### src/rtl/dfs_pkg.sv
// dfs_pkg: shared types for the delimited field splitter
// no dependencies; imported by the front, queue, back and top level
`default_nettype none

package dfs_pkg;

   // one queue entry: every result that a single request produces
   typedef struct packed {
      logic        sep_vld;    // a field closed by a separator
      logic [15:0] sep_start;
      logic [15:0] sep_len;
      logic        eol;        // the final field of the line
      logic [15:0] fin_start;
      logic [15:0] fin_len;
      logic        ovf;
   } dfs_entry_type;

   localparam int unsigned CsrIdxBits = 2;

   typedef enum logic [CsrIdxBits-1:0] {
      CSR_SEP_BYTES = 2'd0,
      CSR_SEP_LEN   = 2'd1,
      CSR_ESC_BYTE  = 2'd2
   } dfs_csr_type;

endpackage

`default_nettype wire

### src/rtl/dfs_front.sv
// dfs_front: accepts bytes, tracks line state and detects separators
// depends on dfs_pkg; pushes one entry per request that yields results
`default_nettype none

module dfs_front
   import dfs_pkg::*;
#(
   parameter int MAX_SEPARATOR_BYTES = 8,
   parameter int POSITION_BITS       = 16
) (
   input  wire logic                clock,
   input  wire logic                reset,
   input  wire logic                req_valid,
   output      logic                req_ready,
   input  wire logic [7:0]          req_data_byte,
   input  wire logic                req_has_byte,
   input  wire logic                req_end_of_line,
   input  wire logic [63:0]         sep_bytes,
   input  wire logic [3:0]          sep_length,
   input  wire logic [7:0]          esc_byte,
   input  wire logic                q_ready,
   output      logic                q_push,
   output      dfs_entry_type       q_entry
);

   localparam int PW = POSITION_BITS;
   localparam int MS = MAX_SEPARATOR_BYTES;
   localparam logic [PW-1:0] POS_MAX = '1;
   localparam logic [3:0]    MS_4    = 4'(MS);

   function automatic logic [15:0] sat16(input logic [PW-1:0] v);
      logic [32:0] w;
      w = 33'(v);
      sat16 = (w > 33'd65535) ? 16'hFFFF : w[15:0];
   endfunction

   function automatic logic [PW-1:0] sat_inc(input logic [PW-1:0] v);
      sat_inc = (v == POS_MAX) ? v : v + PW'(1);
   endfunction

   logic [PW-1:0] pos_ff, pos_in;
   logic [PW-1:0] fbeg_ff, fbeg_in;
   logic [PW-1:0] blk_ff, blk_in;
   logic          ovf_ff, ovf_in;
   logic [7:0]    hist_ff [MS];
   logic [7:0]    hist_in [MS];

   logic [7:0]    win [MS+1];
   logic [MS:1]   match_len;
   logic [MS:1]   esc_at;
   logic [3:0]    len_eff;
   logic          hit_raw, esc_seen, pos_ok, hit, accept;
   logic [PW:0]   end_ext;
   logic [PW-1:0] sep_s, sep_len, fin_len, pos_nxt, fbeg_nxt;

   assign req_ready = q_ready;
   assign accept    = req_valid && req_ready;

   // separator window: newest byte first
   always_comb begin
      win[0] = req_data_byte;
      for (int j = 1; j <= MS; j++) begin
         win[j] = hist_ff[j-1];
      end
      for (int l = 1; l <= MS; l++) begin
         match_len[l] = 1'b1;
         for (int k = 0; k < l; k++) begin
            if (win[l-1-k] != sep_bytes[8*k +: 8]) begin
               match_len[l] = 1'b0;
            end
         end
         esc_at[l] = (win[l] == esc_byte);
      end
   end

   always_comb begin
      len_eff  = (sep_length > MS_4) ? MS_4 : sep_length;
      hit_raw  = 1'b0;
      esc_seen = 1'b0;
      for (int l = 1; l <= MS; l++) begin
         if (len_eff == 4'(l)) begin
            hit_raw  = match_len[l];
            esc_seen = esc_at[l];
         end
      end
      end_ext = {1'b0, pos_ff} + (PW+1)'(1);
      pos_ok  = (len_eff != 4'd0) && (end_ext >= (PW+1)'(len_eff));
      sep_s   = PW'(end_ext - (PW+1)'(len_eff));
      hit     = req_has_byte && pos_ok && hit_raw
              && !((esc_byte != 8'd0) && (sep_s != '0) && esc_seen)
              && (sep_s >= blk_ff);
      sep_len = (sep_s >= fbeg_ff) ? sep_s - fbeg_ff : '0;

      pos_nxt  = req_has_byte ? sat_inc(pos_ff) : pos_ff;
      fbeg_nxt = hit ? sat_inc(pos_ff) : fbeg_ff;
      fin_len  = (pos_nxt >= fbeg_nxt) ? pos_nxt - fbeg_nxt : '0;
   end

   always_comb begin
      ovf_in  = ovf_ff;
      pos_in  = pos_ff;
      fbeg_in = fbeg_ff;
      blk_in  = blk_ff;
      hist_in = hist_ff;
      if (accept) begin
         ovf_in  = ovf_ff || (req_has_byte && (pos_ff == POS_MAX));
         pos_in  = pos_nxt;
         fbeg_in = fbeg_nxt;
         blk_in  = hit ? fbeg_nxt : blk_ff;
         if (req_has_byte) begin
            hist_in[0] = req_data_byte;
            for (int j = 1; j < MS; j++) begin
               hist_in[j] = hist_ff[j-1];
            end
         end
         if (req_end_of_line) begin
            ovf_in  = 1'b0;
            pos_in  = '0;
            fbeg_in = '0;
            blk_in  = '0;
            for (int j = 0; j < MS; j++) begin
               hist_in[j] = 8'd0;
            end
         end
      end
   end

   always_comb begin
      q_push            = accept && (hit || req_end_of_line);
      q_entry.sep_vld   = hit;
      q_entry.sep_start = sat16(fbeg_ff);
      q_entry.sep_len   = sat16(sep_len);
      q_entry.eol       = req_end_of_line;
      q_entry.fin_start = sat16(fbeg_nxt);
      q_entry.fin_len   = sat16(fin_len);
      q_entry.ovf       = ovf_ff || (req_has_byte && (pos_ff == POS_MAX));
   end

   always_ff @(posedge clock) begin
      if (reset) begin
         ovf_ff  <= 1'b0;
         pos_ff  <= '0;
         fbeg_ff <= '0;
         blk_ff  <= '0;
         for (int j = 0; j < MS; j++) begin
            hist_ff[j] <= 8'd0;
         end
      end else begin
         ovf_ff  <= ovf_in;
         pos_ff  <= pos_in;
         fbeg_ff <= fbeg_in;
         blk_ff  <= blk_in;
         hist_ff <= hist_in;
      end
   end

endmodule

`default_nettype wire

### src/rtl/dfs_queue.sv
// dfs_queue: two-entry queue between the front and back parts
// depends on dfs_pkg for the entry type
`default_nettype none

module dfs_queue
   import dfs_pkg::*;
(
   input  wire logic          clock,
   input  wire logic          reset,
   input  wire logic          push,
   input  wire dfs_entry_type push_entry,
   output      logic          not_full,
   input  wire logic          pop,
   output      logic          not_empty,
   output      dfs_entry_type head
);

   localparam int Depth = 2;

   dfs_entry_type slot_ff [Depth];
   logic          wptr_ff, wptr_in;
   logic          rptr_ff, rptr_in;
   logic [1:0]    cnt_ff, cnt_in;
   logic          do_push, do_pop;

   assign not_full  = (cnt_ff != 2'(Depth));
   assign not_empty = (cnt_ff != 2'd0);
   assign head      = slot_ff[rptr_ff];
   assign do_push   = push && not_full;
   assign do_pop    = pop && not_empty;

   always_comb begin
      wptr_in = do_push ? ~wptr_ff : wptr_ff;
      rptr_in = do_pop ? ~rptr_ff : rptr_ff;
      cnt_in  = cnt_ff + 2'(do_push) - 2'(do_pop);
   end

   always_ff @(posedge clock) begin
      if (reset) begin
         wptr_ff <= 1'b0;
         rptr_ff <= 1'b0;
         cnt_ff  <= 2'd0;
      end else begin
         wptr_ff <= wptr_in;
         rptr_ff <= rptr_in;
         cnt_ff  <= cnt_in;
      end
   end

   always_ff @(posedge clock) begin
      if (do_push) begin
         slot_ff[wptr_ff] <= push_entry;
      end
   end

endmodule

`default_nettype wire

### src/rtl/dfs_back.sv
// dfs_back: unpacks queue entries into one response per cycle while
// rsp_ready is high; depends on dfs_pkg for the entry type
`default_nettype none

module dfs_back
   import dfs_pkg::*;
(
   input  wire logic          clock,
   input  wire logic          reset,
   input  wire logic          q_valid,
   input  wire dfs_entry_type q_head,
   output      logic          q_pop,
   output      logic          rsp_valid,
   input  wire logic          rsp_ready,
   output      logic [15:0]   rsp_field_start,
   output      logic [15:0]   rsp_field_length,
   output      logic          rsp_last_field,
   output      logic          rsp_overflow
);

   dfs_entry_type cur_ff, cur_in;
   logic          sep_pend_ff, sep_pend_in;
   logic          fin_pend_ff, fin_pend_in;
   logic          fire, done;

   assign rsp_valid        = sep_pend_ff || fin_pend_ff;
   assign rsp_field_start  = sep_pend_ff ? cur_ff.sep_start : cur_ff.fin_start;
   assign rsp_field_length = sep_pend_ff ? cur_ff.sep_len : cur_ff.fin_len;
   assign rsp_last_field   = !sep_pend_ff;
   assign rsp_overflow     = cur_ff.ovf;

   assign fire  = rsp_valid && rsp_ready;
   // slot frees when empty or its last pending response leaves now
   assign done  = !rsp_valid || (fire && !(sep_pend_ff && fin_pend_ff));
   assign q_pop = done && q_valid;

   always_comb begin
      cur_in      = cur_ff;
      sep_pend_in = sep_pend_ff;
      fin_pend_in = fin_pend_ff;
      if (q_pop) begin
         cur_in      = q_head;
         sep_pend_in = q_head.sep_vld;
         fin_pend_in = q_head.eol;
      end else if (fire) begin
         if (sep_pend_ff) begin
            sep_pend_in = 1'b0;
         end else begin
            fin_pend_in = 1'b0;
         end
      end
   end

   always_ff @(posedge clock) begin
      if (reset) begin
         sep_pend_ff <= 1'b0;
         fin_pend_ff <= 1'b0;
      end else begin
         sep_pend_ff <= sep_pend_in;
         fin_pend_ff <= fin_pend_in;
      end
   end

   always_ff @(posedge clock) begin
      cur_ff <= cur_in;
   end

endmodule

`default_nettype wire

### src/rtl/delimited_field_splitter_unit.sv
// delimited_field_splitter_unit: top level of the delimited field splitter
// depends on dfs_pkg, dfs_front, dfs_queue and dfs_back
//
// Usage: the req channel carries one byte of a text line per request
// (req_has_byte low for an empty line), req_end_of_line closes the line.
// The rsp channel returns the offset and length of each field; a request
// yields at most two responses, the field closed by a separator ending on
// its byte, then the final field when it closes the line.
// The csr port writes the separator bytes, separator length and escape byte
// with no wait; write it only while the block is idle.
// Throughput: one request per cycle while the queue has room; the separator
// compare runs on the whole window in parallel in the front stage. Responses
// leave at one per cycle while rsp_ready is high. Results are registered in
// the queue and then in the back stage before a request's first response.
// A two-entry queue parts front and back: when rsp_ready stalls, requests
// keep being taken until the queue fills, then req_ready drops.
// Reset clears line state and queue; registers return to separator 0x01,
// length 1 and escape check off.
`default_nettype none

module delimited_field_splitter_unit
   import dfs_pkg::*;
#(
   parameter int MAX_SEPARATOR_BYTES = 8,
   parameter int POSITION_BITS       = 16
) (
   input  wire logic                  clock,
   input  wire logic                  reset,
   input  wire logic                  req_valid,
   output      logic                  req_ready,
   input  wire logic [7:0]            req_data_byte,
   input  wire logic                  req_has_byte,
   input  wire logic                  req_end_of_line,
   output      logic                  rsp_valid,
   input  wire logic                  rsp_ready,
   output      logic [15:0]           rsp_field_start,
   output      logic [15:0]           rsp_field_length,
   output      logic                  rsp_last_field,
   output      logic                  rsp_overflow,
   input  wire logic                  csr_write_en,
   input  wire logic [CsrIdxBits-1:0] csr_index,
   input  wire logic [63:0]           csr_wdata
);

   logic [63:0]   sep_bytes_ff, sep_bytes_in;
   logic [3:0]    sep_len_ff, sep_len_in;
   logic [7:0]    esc_ff, esc_in;
   logic          q_ready, q_push, q_valid, q_pop;
   dfs_entry_type q_entry, q_head;

   always_comb begin
      sep_bytes_in = sep_bytes_ff;
      sep_len_in   = sep_len_ff;
      esc_in       = esc_ff;
      if (csr_write_en) begin
         case (csr_index)
            CSR_SEP_BYTES: sep_bytes_in = csr_wdata;
            CSR_SEP_LEN:   sep_len_in   = csr_wdata[3:0];
            CSR_ESC_BYTE:  esc_in       = csr_wdata[7:0];
            default:       ;
         endcase
      end
   end

   always_ff @(posedge clock) begin
      if (reset) begin
         sep_bytes_ff <= 64'd1;
         sep_len_ff   <= 4'd1;
         esc_ff       <= 8'd0;
      end else begin
         sep_bytes_ff <= sep_bytes_in;
         sep_len_ff   <= sep_len_in;
         esc_ff       <= esc_in;
      end
   end

   dfs_front #(
      .MAX_SEPARATOR_BYTES (MAX_SEPARATOR_BYTES),
      .POSITION_BITS       (POSITION_BITS)
   ) u_front (
      .clock           (clock),
      .reset           (reset),
      .req_valid       (req_valid),
      .req_ready       (req_ready),
      .req_data_byte   (req_data_byte),
      .req_has_byte    (req_has_byte),
      .req_end_of_line (req_end_of_line),
      .sep_bytes       (sep_bytes_ff),
      .sep_length      (sep_len_ff),
      .esc_byte        (esc_ff),
      .q_ready         (q_ready),
      .q_push          (q_push),
      .q_entry         (q_entry)
   );

   dfs_queue u_queue (
      .clock      (clock),
      .reset      (reset),
      .push       (q_push),
      .push_entry (q_entry),
      .not_full   (q_ready),
      .pop        (q_pop),
      .not_empty  (q_valid),
      .head       (q_head)
   );

   dfs_back u_back (
      .clock            (clock),
      .reset            (reset),
      .q_valid          (q_valid),
      .q_head           (q_head),
      .q_pop            (q_pop),
      .rsp_valid        (rsp_valid),
      .rsp_ready        (rsp_ready),
      .rsp_field_start  (rsp_field_start),
      .rsp_field_length (rsp_field_length),
      .rsp_last_field   (rsp_last_field),
      .rsp_overflow     (rsp_overflow)
   );

endmodule

`default_nettype wire

### config.mk
export PLATFORM = sky130hd
export DESIGN_NAME = delimited_field_splitter_unit
export DESIGN_NICKNAME = d
export VERILOG_FILES = /design/src/rtl/dfs_pkg.sv /design/src/rtl/dfs_front.sv /design/src/rtl/dfs_queue.sv /design/src/rtl/dfs_back.sv /design/src/rtl/delimited_field_splitter_unit.sv
export SDC_FILE = /design/constraint.sdc
export NUM_CORES = 1
export LEC_CHECK = 0
export BUFFER_PORTS_ARGS = -buffer_cell sky130_fd_sc_hd__buf_2
export CORE_MARGIN = 2
export CORE_UTILIZATION = 40
export DETAILED_ROUTE_END_ITERATION = 10
export GPL_ROUTABILITY_DRIVEN = 0
export PLACE_DENSITY = 0.66
export SETUP_SLACK_MARGIN = 0.05
export SLEW_MARGIN = 20
export SYNTH_ARGS = -nofsm -noshare
export SYNTH_HDL_FRONTEND = slang
export SYNTH_SLANG_ARGS = --single-unit
### constraint.sdc
create_clock -name clock -period 8.1 [get_ports clock]
set_input_delay 0.405 -clock clock [delete_from_list [all_inputs] [get_ports clock]]
set_output_delay 0.405 -clock clock [all_outputs]
set_load 0.02 [all_outputs]
# Yosys cells after proc, flatten, opt, wreduce, memory -nomap -nowiden
# Memory sizes are Yosys's and may differ from the RTL's. A register that Yosys moved wholly into a read port is not among the register bits.
# Index checks and enable logic that the tools add are counted.
[op_classes]
add_sub_neg = 7
mul = 0
div_mod_pow = 0
n_lt_le_gt_ge = 5
n_eq_ne = 57
n_shift = 0
n_mux = 76
n_bitwise = 2
reduce_logical = 38
[op_table]
columns = ["op", "count"]
rows = [
  ["$ne 8x8->1", 36],
  ["$mux 16", 11],
  ["$mux 64", 2],
  ["$eq 8x8->1", 8],
  ["$mux 1", 62],
  ["$ge 16x16->1", 3],
  ["$sub 16x16->16", 2],
  ["$add 16x1->17 const B", 1],
  ["$ge 17x4->1", 1],
  ["$add 16x1->16 const B", 1],
  ["$eq 16x16->1 const B", 1],
  ["$eq 4x3->1 const B", 4],
  ["$logic_and 1x1->1", 16],
  ["$reduce_bool 16->1", 1],
  ["$sub 16x4->16", 1],
  ["$reduce_and 2->1", 6],
  ["$eq 4x2->1 const B", 2],
  ["$reduce_bool 2->1", 4],
  ["$reduce_bool 8->1", 1],
  ["$eq 4x1->1 const B", 1],
  ["$eq 4x4->1 const B", 1],
  ["$gt 4x4->1 const B", 1],
  ["$logic_not 1->1", 4],
  ["$logic_or 1x1->1", 4],
  ["other kinds (9)", 11],
]
[totals]
reg_bits = 260
latchBits = 0
mem_bits_rw = 134
rom_bits = 0
mem_count = 1
[memory_table]
columns = ["memory", "words", "word_bits", "rd", "rd_ports_with_merged_regs", "wr", "line_no", "text"]
rows = [
  ["u_queue.slot_ff", 2, 67, 1, 1, 1, "dfs_queue.sv:20", "dfs_entry_type slot_ff [Depth];"],
]

# Logic depth before layout (Yosys ltp)
# Gate-level depths: netlist of the first run.
[logic_depth]
word_depth = 20
depth_mapped = 34

# By module
# From an unflattened synthesis of the first run, not the netlist that was laid out.
[hier_totals]
hier_cells = 2235
hier_area_um2 = 22958.3
[modules_own_cells]
columns = ["module", "n_inst", "cells_each", "area_each_um2", "seq_area_each_um2"]
rows = [
  ["dfs_front", 1, 1569, 11826.3, 2262.2],
  ["dfs_queue", 1, 232, 5175.0, 4124.0],
  ["delimited_field_splitter_unit", 1, 319, 3378.2, 1521.5],
  ["dfs_back", 1, 115, 2578.7, 1991.9],
]

# Worst setup path after synthesis of the first run
# Ideal clock, no wire load.
[synth_timing]
path_type = "reg-to-reg"
from = "register sep_len_ff[3]"
to = "memory u_queue.slot_ff[0][0] (netlist bit) (enable)"
setup_ps = 500
t_arrival_ps = 6287
path_slack_ps = 1313
path_stages_with_launch = 20
cell_sequence = "dfxtp_1 clkbuf_1 nor2b_1 ha_1 fa_1 nand2b_1 o2bb2ai_2 o21ai_0 a2bb2oi_1 xnor2_1 ha_1 a21o_1 a21o_1 a21oi_1 nor2_1 a211oi_1 a21oi_1 a32o_1 buf_2 nor2b_1"
[synth_via]
elab_chain_cells = 20
[synth_rtl]
columns = ["element", "line_no", "text"]
rows = [
  ["from (decl)", "delimited_field_splitter_unit.sv:46", "logic [3:0] sep_len_ff, sep_len_in;"],
  ["from (signal assigned)", "delimited_field_splitter_unit.sv:72", "sep_len_ff <= sep_len_in;"],
  ["$gt 4x4->1", "dfs_front.sv:77", "len_eff = (sep_length > MS_4) ? MS_4 : sep_length;"],
  ["$mux 4 *", "dfs_front.sv:77", ""],
  ["parallel branches: the longest is 12 deep, another holds $sub 16x4->16", "n/a", ""],
  ["$logic_and 1x1->1 *", "dfs_front.sv:91", "&& (sep_s >= blk_ff);"],
  ["$logic_or 1x1->1 *", "dfs_front.sv:129", "q_push = accept && (hit || req_end_of_line);"],
  ["$logic_and 1x1->1 *", "dfs_front.sv:129", ""],
  ["$logic_and 1x1->1 *", "dfs_queue.sv:29", "assign do_push = push && not_full;"],
  ["named net u_queue.do_push", "dfs_queue.sv:24", "logic do_push, do_pop;"],
  ["$mux 1 *", "dfs_queue.sv:51", "if (do_push) begin"],
  ["$mux 1 (implied by the code) *", "dfs_queue.sv:52", "slot_ff[wptr_ff] <= push_entry;"],
  ["to (decl)", "dfs_queue.sv:20", ""],
]
# Mark *: on every way through the listed nets, which the timed path passes.

==> results of run 1 <==
sequential cells by signal, summed over array words and instances (netlist names), 2 cells and up, named ones only:
name / cells
u_queue.cnt_ff: 2
u_front.blk_ff: 16
sep_len_ff: 4
u_front.fbeg_ff: 16
u_front.hist_ff: 64
sep_bytes_ff: 64
esc_ff: 8
u_back.cur_ff: 64
u_front.pos_ff: 16
u_queue.slot_ff: 134
kinds of logic after synthesis:
family,after synthesis
xor gates and xnor gates,397
buffers and inverters,265
and+or+nand+nor,622
AOI/OAI and AO/OA,354
adders and majority gates,59
muxes,115
DFF,395
area by class of cell:
type | instances | area share (%)
Clock buffer | 66 | 5.12
Clock inverter | 14 | 0.592
Inverter | 60 | 0.940
Multi-Input combinational cell | 1547 | 45.6
Sequential cell | 395 | 41.1
Tap cell | 696 | 3.61
Timing Repair Buffer | 137 | 3.09
per-layer routing:
metal	vias up	wire length (um)
met5	-	17
met2	838	28900
met3	275	5010
met1	8098	24700
li1	7688	-
met4	2	4110
what timing repair did:
| action | 4_1_cts | 5_1_grt |
|---|---|---|
| setup endpoints to repair | 0 | 32 |
| resized for setup | 0 | 8 |
| hold buffers | 0 | 0 |
cells in the final DEF (no fill, tap or decap), types with 11 or more instances in the layout:
cell type,netlist,routed
nor3_1,29,29
nand4_1,58,58
o21ai_0,33,32
o32ai_1,15,15
edfxtp_1,199,199
mux2i_1,14,14
buf_4,10,21
nand3_1,29,29
dfxtp_1,196,194
nor4_1,62,62
clkbuf_1,140,16
inv_1,59,59
clkbuf_16,0,43
mux2_2,100,100
xor2_1,204,204
xnor2_1,192,192
o211ai_1,12,12
nand2_1,185,185
a21o_1,24,24
a21oi_1,106,105
ha_1,55,54
nand2b_1,11,11
o21ai_1,11,11
nor2_1,173,171
a22oi_1,80,80
nor2b_1,12,11
buf_2,10,115
worst register-to-register path, delay by kind of cell (launching register included):
| family | cells | cell delay [ns] |
|---|---|---|
| xor gates and xnor gates | 3 | 0.61 |
| DFF | 1 | 0.51 |
| adders and majority gates | 4 | 1.25 |
| and+or+nand+nor | 7 | 1.09 |
| AOI/OAI and AO/OA | 14 | 3.41 |
| buffers and inverters | 2 | 0.54 |
path summary, 6_finish.rpt:
| path | endpoint | depth (start not counted) |
|---|---|---|
| setup / recovery | u_queue.slot_ff[0][16] | 30 |
| hold / removal | sep_bytes_ff[9] | 3 |
| setup reg to reg | u_queue.slot_ff[0][16] | 30 |
| hold reg to reg | u_queue.slot_ff[1][61] | 0 |
power groups by stage:
stage / clock (mW) / sequential [mW] / combinational (mW)
6_report: 1.91 / 2.57 / 1.40
5_1_grt: 2.02 / 2.59 / 1.53
4_1_cts: 1.94 / 2.57 / 1.41
3_5_place_dp: 0 / 2.61 / 1.40
3_3_place_gp: 0 / 2.60 / 1.38
2_1_floorplan: 0 / 2.52 / 1.06
through the flow:
step | total power [mW] | util (%) | cell area, um2
floorplan | 3.59 | - | 21900
finish | 5.88 | 44.7 | 24100
detailed placement | 4.01 | 42.1 | 22700
CTS | 5.93 | 44.6 | 24100
global placement | 3.98 | 42.1 | 22700
global route | 6.14 | 44.7 | 24100
==> results.md, run 1 <==
- Core Area: 53900 um2
- DR vias: 16900
- Seq/Total Area, Yosys: 45.3%
- Count leader, synth: xor2_1
- Sw frac: 30.5%
- Area delta synth->final: 10.2%
- Relative slew slack: 35.3%
- Initial drt markers: 1726
- Crit path time final: 7.67 ns
- H-Tree Depth: 2
- Pin count of the biggest net entering global routing: 115
- Int Pwr: 4.08 mW
- Clock Sinks: 395
- Hold Startpoint: csr_wdata[9]
- Status: complete, no violations
- Ranking of synthesized cells by area: edfxtp_1 27%, dfxtp_1 18%, xor2_1 8.2%
- Prevailing post-synth register cell: edfxtp_1
- Xor/xnor cell area share of the yosys netlist: 15.9%
- EDFF count, synth: 199
- GR peak layer: met2
- Clock share of power: 32.5%
- Critical Path AT: 8.01 ns
- Grt met3 use: 3.82%
- Max Clock Skew: 0.0253 ns
- Register area: 9900 um2
- Post-Syn Instances: 2207
- F_max: 0.130 GHz
- Leak: 9.41 nW
- Final ANT Viol Nets: 0
- Sequential power share: 43.7%
- Ys async rst share: 0%
- Period utilization: 94.7%
- Met2 usage: 35.8%
- Reg-to-reg setup timing slack: 0.43 ns
- CTS tree: yes
- CP startpoint: u_front.pos_ff[1]
- # Post-CTS Setup Buffers: 0
- Final setup violation count: 0
- Count of different cell masters after synthesis: 77
- Slew @ Worst Pin: 0.971 ns
- Vias/cell: 5.80
- Comb power frac: 23.8%
- Nets@finish: 2323
- Compound-Gate Fraction of Synth Area: 10.8%
- # IOs: 117
- Final hold violation count: 0
- Switching pwr: 1.79 mW
- Initial antenna violation count: 1
- Residual DRC: 0
- CP Launch Type: flip-flop
- Adder-Cell Fraction of Synth Area: 3.47%
- CP Data Required Time: 8.43 ns
- Synth top area share: 27.3%
- Die ar.: 56600 um2
- Crit path max-delay family: compound AO/OA/AOI/OAI gates
- Avg Cell Area, Syn: 9.91 um2
- Die height: 238 um
- Worst Path Buf+Inv: 2
- Die width: 238 um
- Slowest stage cell, crit path: a2111oi_1
- Max Buffers Root-to-Sink: 3
- Port Buffers: 116
- Top post-synthesis cells by count: 204 x xor2_1, 199 x edfxtp_1, 196 x dfxtp_1
- Routed WL: 62.7 mm
- CTS Buf Count: 43
- N_diodes: 0
- Post-Synth Simple-Gate Area: 13.8%
- First-pass GRT wire length: 95.8 mm
- RSZ-0062 raised after global routing: false
- Multiplexer share of the synthesized area: 5.84%
- Layout fillers: 5044
- Setup CP Type: reg -> reg
- Multi-input gate area: 11000 um2
- Yosys warns: 0
- Largest family of logic cells by synthesized area: XOR/XNOR gates
- Starting Density: 40.6%
- Total global routing overflow: 0
- Worst Hold Class: in -> reg
- Reg-to-reg startpoint: u_front.pos_ff[1]
- Number of synthesized register bits: 395
- Syn nets: 2346
- Cell Area, Synth: 21900 um2
- Fin cells: 2915
- Dpl ws: 0.244 ns
- Met1 usage: 26.7%
- # placed instances: 2835
- Hold WS: 0.0652 ns
- Row count: 85
- 1st-pass router iterations: 7
- CTS root buf: clkbuf_16
- Clk_lat worst skew: 0.59 ns
- Peak supply drop: 0.153 mV
- Leading area contributor after synthesis: edfxtp_1
- Fraction of layout instances using a drive strength above 1: 14.9%
- Fin worst setup slack: 0.428 ns
- Largest stage delay, worst path: 0.56 ns
- GRT Total Usage: 21.7%
- Reg clk slew, reported paths: 0.06 ns
- CP endpoint kind: flip-flop
- Most frequent CP cell: ha_1
- WL/cell: 21.5 um
- Slew Limit Fails: 0
- PD cells: 244 nW/um2
- DP HPWL: 44.2 mm
- Total negative slack: 0 ns
- Number of global-route vias before repair: 16500
- CP max FO: 41
- Maxcap violations: 0
Note: power is estimated with default switching activity, not from simulation.
==> run 2, diff against run 1 <==
- CELL_PAD_IN_SITES_DETAIL_PLACEMENT: default -> 1
- CELL_PAD_IN_SITES_GLOBAL_PLACEMENT: default -> 1
- PLACE_DENSITY: 0.66 -> 0.78
- SETUP_SLACK_MARGIN: 0.05 -> 0.3
- clock period: 8.1 -> 7.8 ns (I/O delays scaled with it)
==> results.md, run 2 (synthesis results as in run 1) <==
- Total negative slack: 0 ns
- First-pass GRT wire length: 106 mm
- Starting Density: 40.6%
- Clk_lat worst skew: 0.59 ns
- Max Buffers Root-to-Sink: 3
- Final hold violation count: 0
- Worst Hold Class: in -> reg
- DR vias: 17200
- Critical Path AT: 7.39 ns
- CTS root buf: clkbuf_16
- Die width: 238 um
- Initial antenna violation count: 1
- Status: complete, no violations
- F_max: 0.141 GHz
- Routed WL: 70.0 mm
- CP max FO: 14
- Fin cells: 2921
- Core Area: 53900 um2
- CTS tree: yes
- Period utilization: 90.7%
- Peak supply drop: 0.261 mV
- Final setup violation count: 0
- Most common cell after layout, fill and taps aside: xor2_1
- Die ar.: 56600 um2
- Nets@finish: 2329
- Number of global-route vias before repair: 18000
- DP HPWL: 49.8 mm
- Row count: 85
- H-Tree Depth: 2
- Largest stage delay, worst path: 0.41 ns
- Commonest non-fill, non-tap cells in the layout: 203 x xor2_1, 199 x edfxtp_1, 191 x xnor2_1
- Crit path time final: 7.07 ns
- # IOs: 117
- CTS Buf Count: 43
- Fin worst setup slack: 0.728 ns
- Max Clock Skew: 0.0382 ns
- Final instance area: 24200 um2
- Leak: 9.49 nW
- 1st-pass router iterations: 5
- CP endpoint kind: flip-flop
- Die height: 238 um
- Slowest stage cell, crit path: ha_1
- CP Launch Type: flip-flop
- Vias/cell: 5.88
- CP Data Required Time: 8.12 ns
- Final ANT Viol Nets: 0
- Layout fillers: 5931
- Post-DP Area: 22700 um2
- RSZ-0062 raised after global routing: false
- Area delta synth->final: 10.8%
- Total global routing overflow: 0
- Clock Sinks: 395
- Dpl ws: 0.222 ns
- Slew Limit Fails: 0
- Pin count of the biggest net entering global routing: 98
- Port Buffers: 116
- Initial drt markers: 1368
- Setup CP Type: reg -> reg
- Max FFs per register: 134
- WL/cell: 24.0 um
- # placed instances: 2840
- Reg clk slew, reported paths: 0.06 ns
- Maxcap violations: 0
- Relative slew slack: 27.5%
- PD cells: 257 nW/um2
- Slew @ Worst Pin: 1.09 ns
- Reg with most FFs: u_queue.slot_ff
- Residual DRC: 0
- Multi-input gate area: 11000 um2
- Fraction of layout instances using a drive strength above 1: 15.6%
- GRT Total Usage: 24.3%
- Register area: 9910 um2
[run 2: report_power, final]
group / total [mW] / switching [mW] / internal (mW)
Combinational: 1.52 / 0.926 / 0.597
Clock: 2.06 / 0.846 / 1.21
Sequential: 2.66 / 0.140 / 2.52
[run 2: critical path, delay by kind of cell (launching register included)]
kind / cells / cell delay (ns)
AOI/OAI and AO/OA: 9 / 1.86
xor gates and xnor gates: 2 / 0.57
adders and majority gates: 4 / 1.33
buffers and inverters: 5 / 0.73
DFF: 1 / 0.33
muxes: 1 / 0.31
and+or+nand+nor: 11 / 1.67
[run 2: final cells by class]
class                   count  share of cell area [%]
multi-input cells        1547                    45.4
flip-flops and latches    395                    40.9
well taps                 696                    3.59
clock inverters            13                   0.707
repair buffers            143                    3.31
inverters                  60                   0.939
diodes                      1                  0.0103
clock buffers              66                    5.17
[run 2: layer usage]
| layer | track usage (%) | part of all wire, % |
|---|---|---|
| met1 | 27.8 | 38 |
| met2 | 42.7 | 49 |
| met3 | 4.19 | 6.2 |
| met4 | 14.4 | 6.4 |
| met5 | 0 | 0 |
[run 2: final timing paths]
check | start | to | slack [ns] | depth (start not counted)
worst max-delay path | u_front.pos_ff[2] | u_queue.slot_ff[1][4] | 0.73 | 32
worst min-delay path | csr_wdata[20] | sep_bytes_ff[20] | 0.05 | 3
worst max register to register | u_front.pos_ff[2] | u_queue.slot_ff[1][4] | 0.73 | 32
worst min register to register | u_front.fbeg_ff[15] | u_queue.slot_ff[1][65] | 0.46 | 0
[run 2: stage by stage]
step | total power, mW | utilization (%) | hold slack [ns]
6_report | 6.24 | 45.0 | 0.0513
5_1_grt | 6.51 | 45.0 | 0.0558
4_1_cts | 6.30 | 44.8 | 0.0312
3_5_place_dp | 4.22 | 42.1 | 0.446
3_3_place_gp | 4.15 | 42.1 | 0.440
2_1_floorplan | 3.72 | - | 0.426
[run 2: repair_timing]
| item | in CTS | in global routing |
|---|---|---|
| buffers inserted | 0 | 0 |
| endpoints found under the setup margin | 32 | 32 |
| hold buffers | 0 | 0 |
| resized for setup | 5 | 16 |
| endpoints found under the hold margin | 0 | 0 |
| cloned | 0 | 0 |
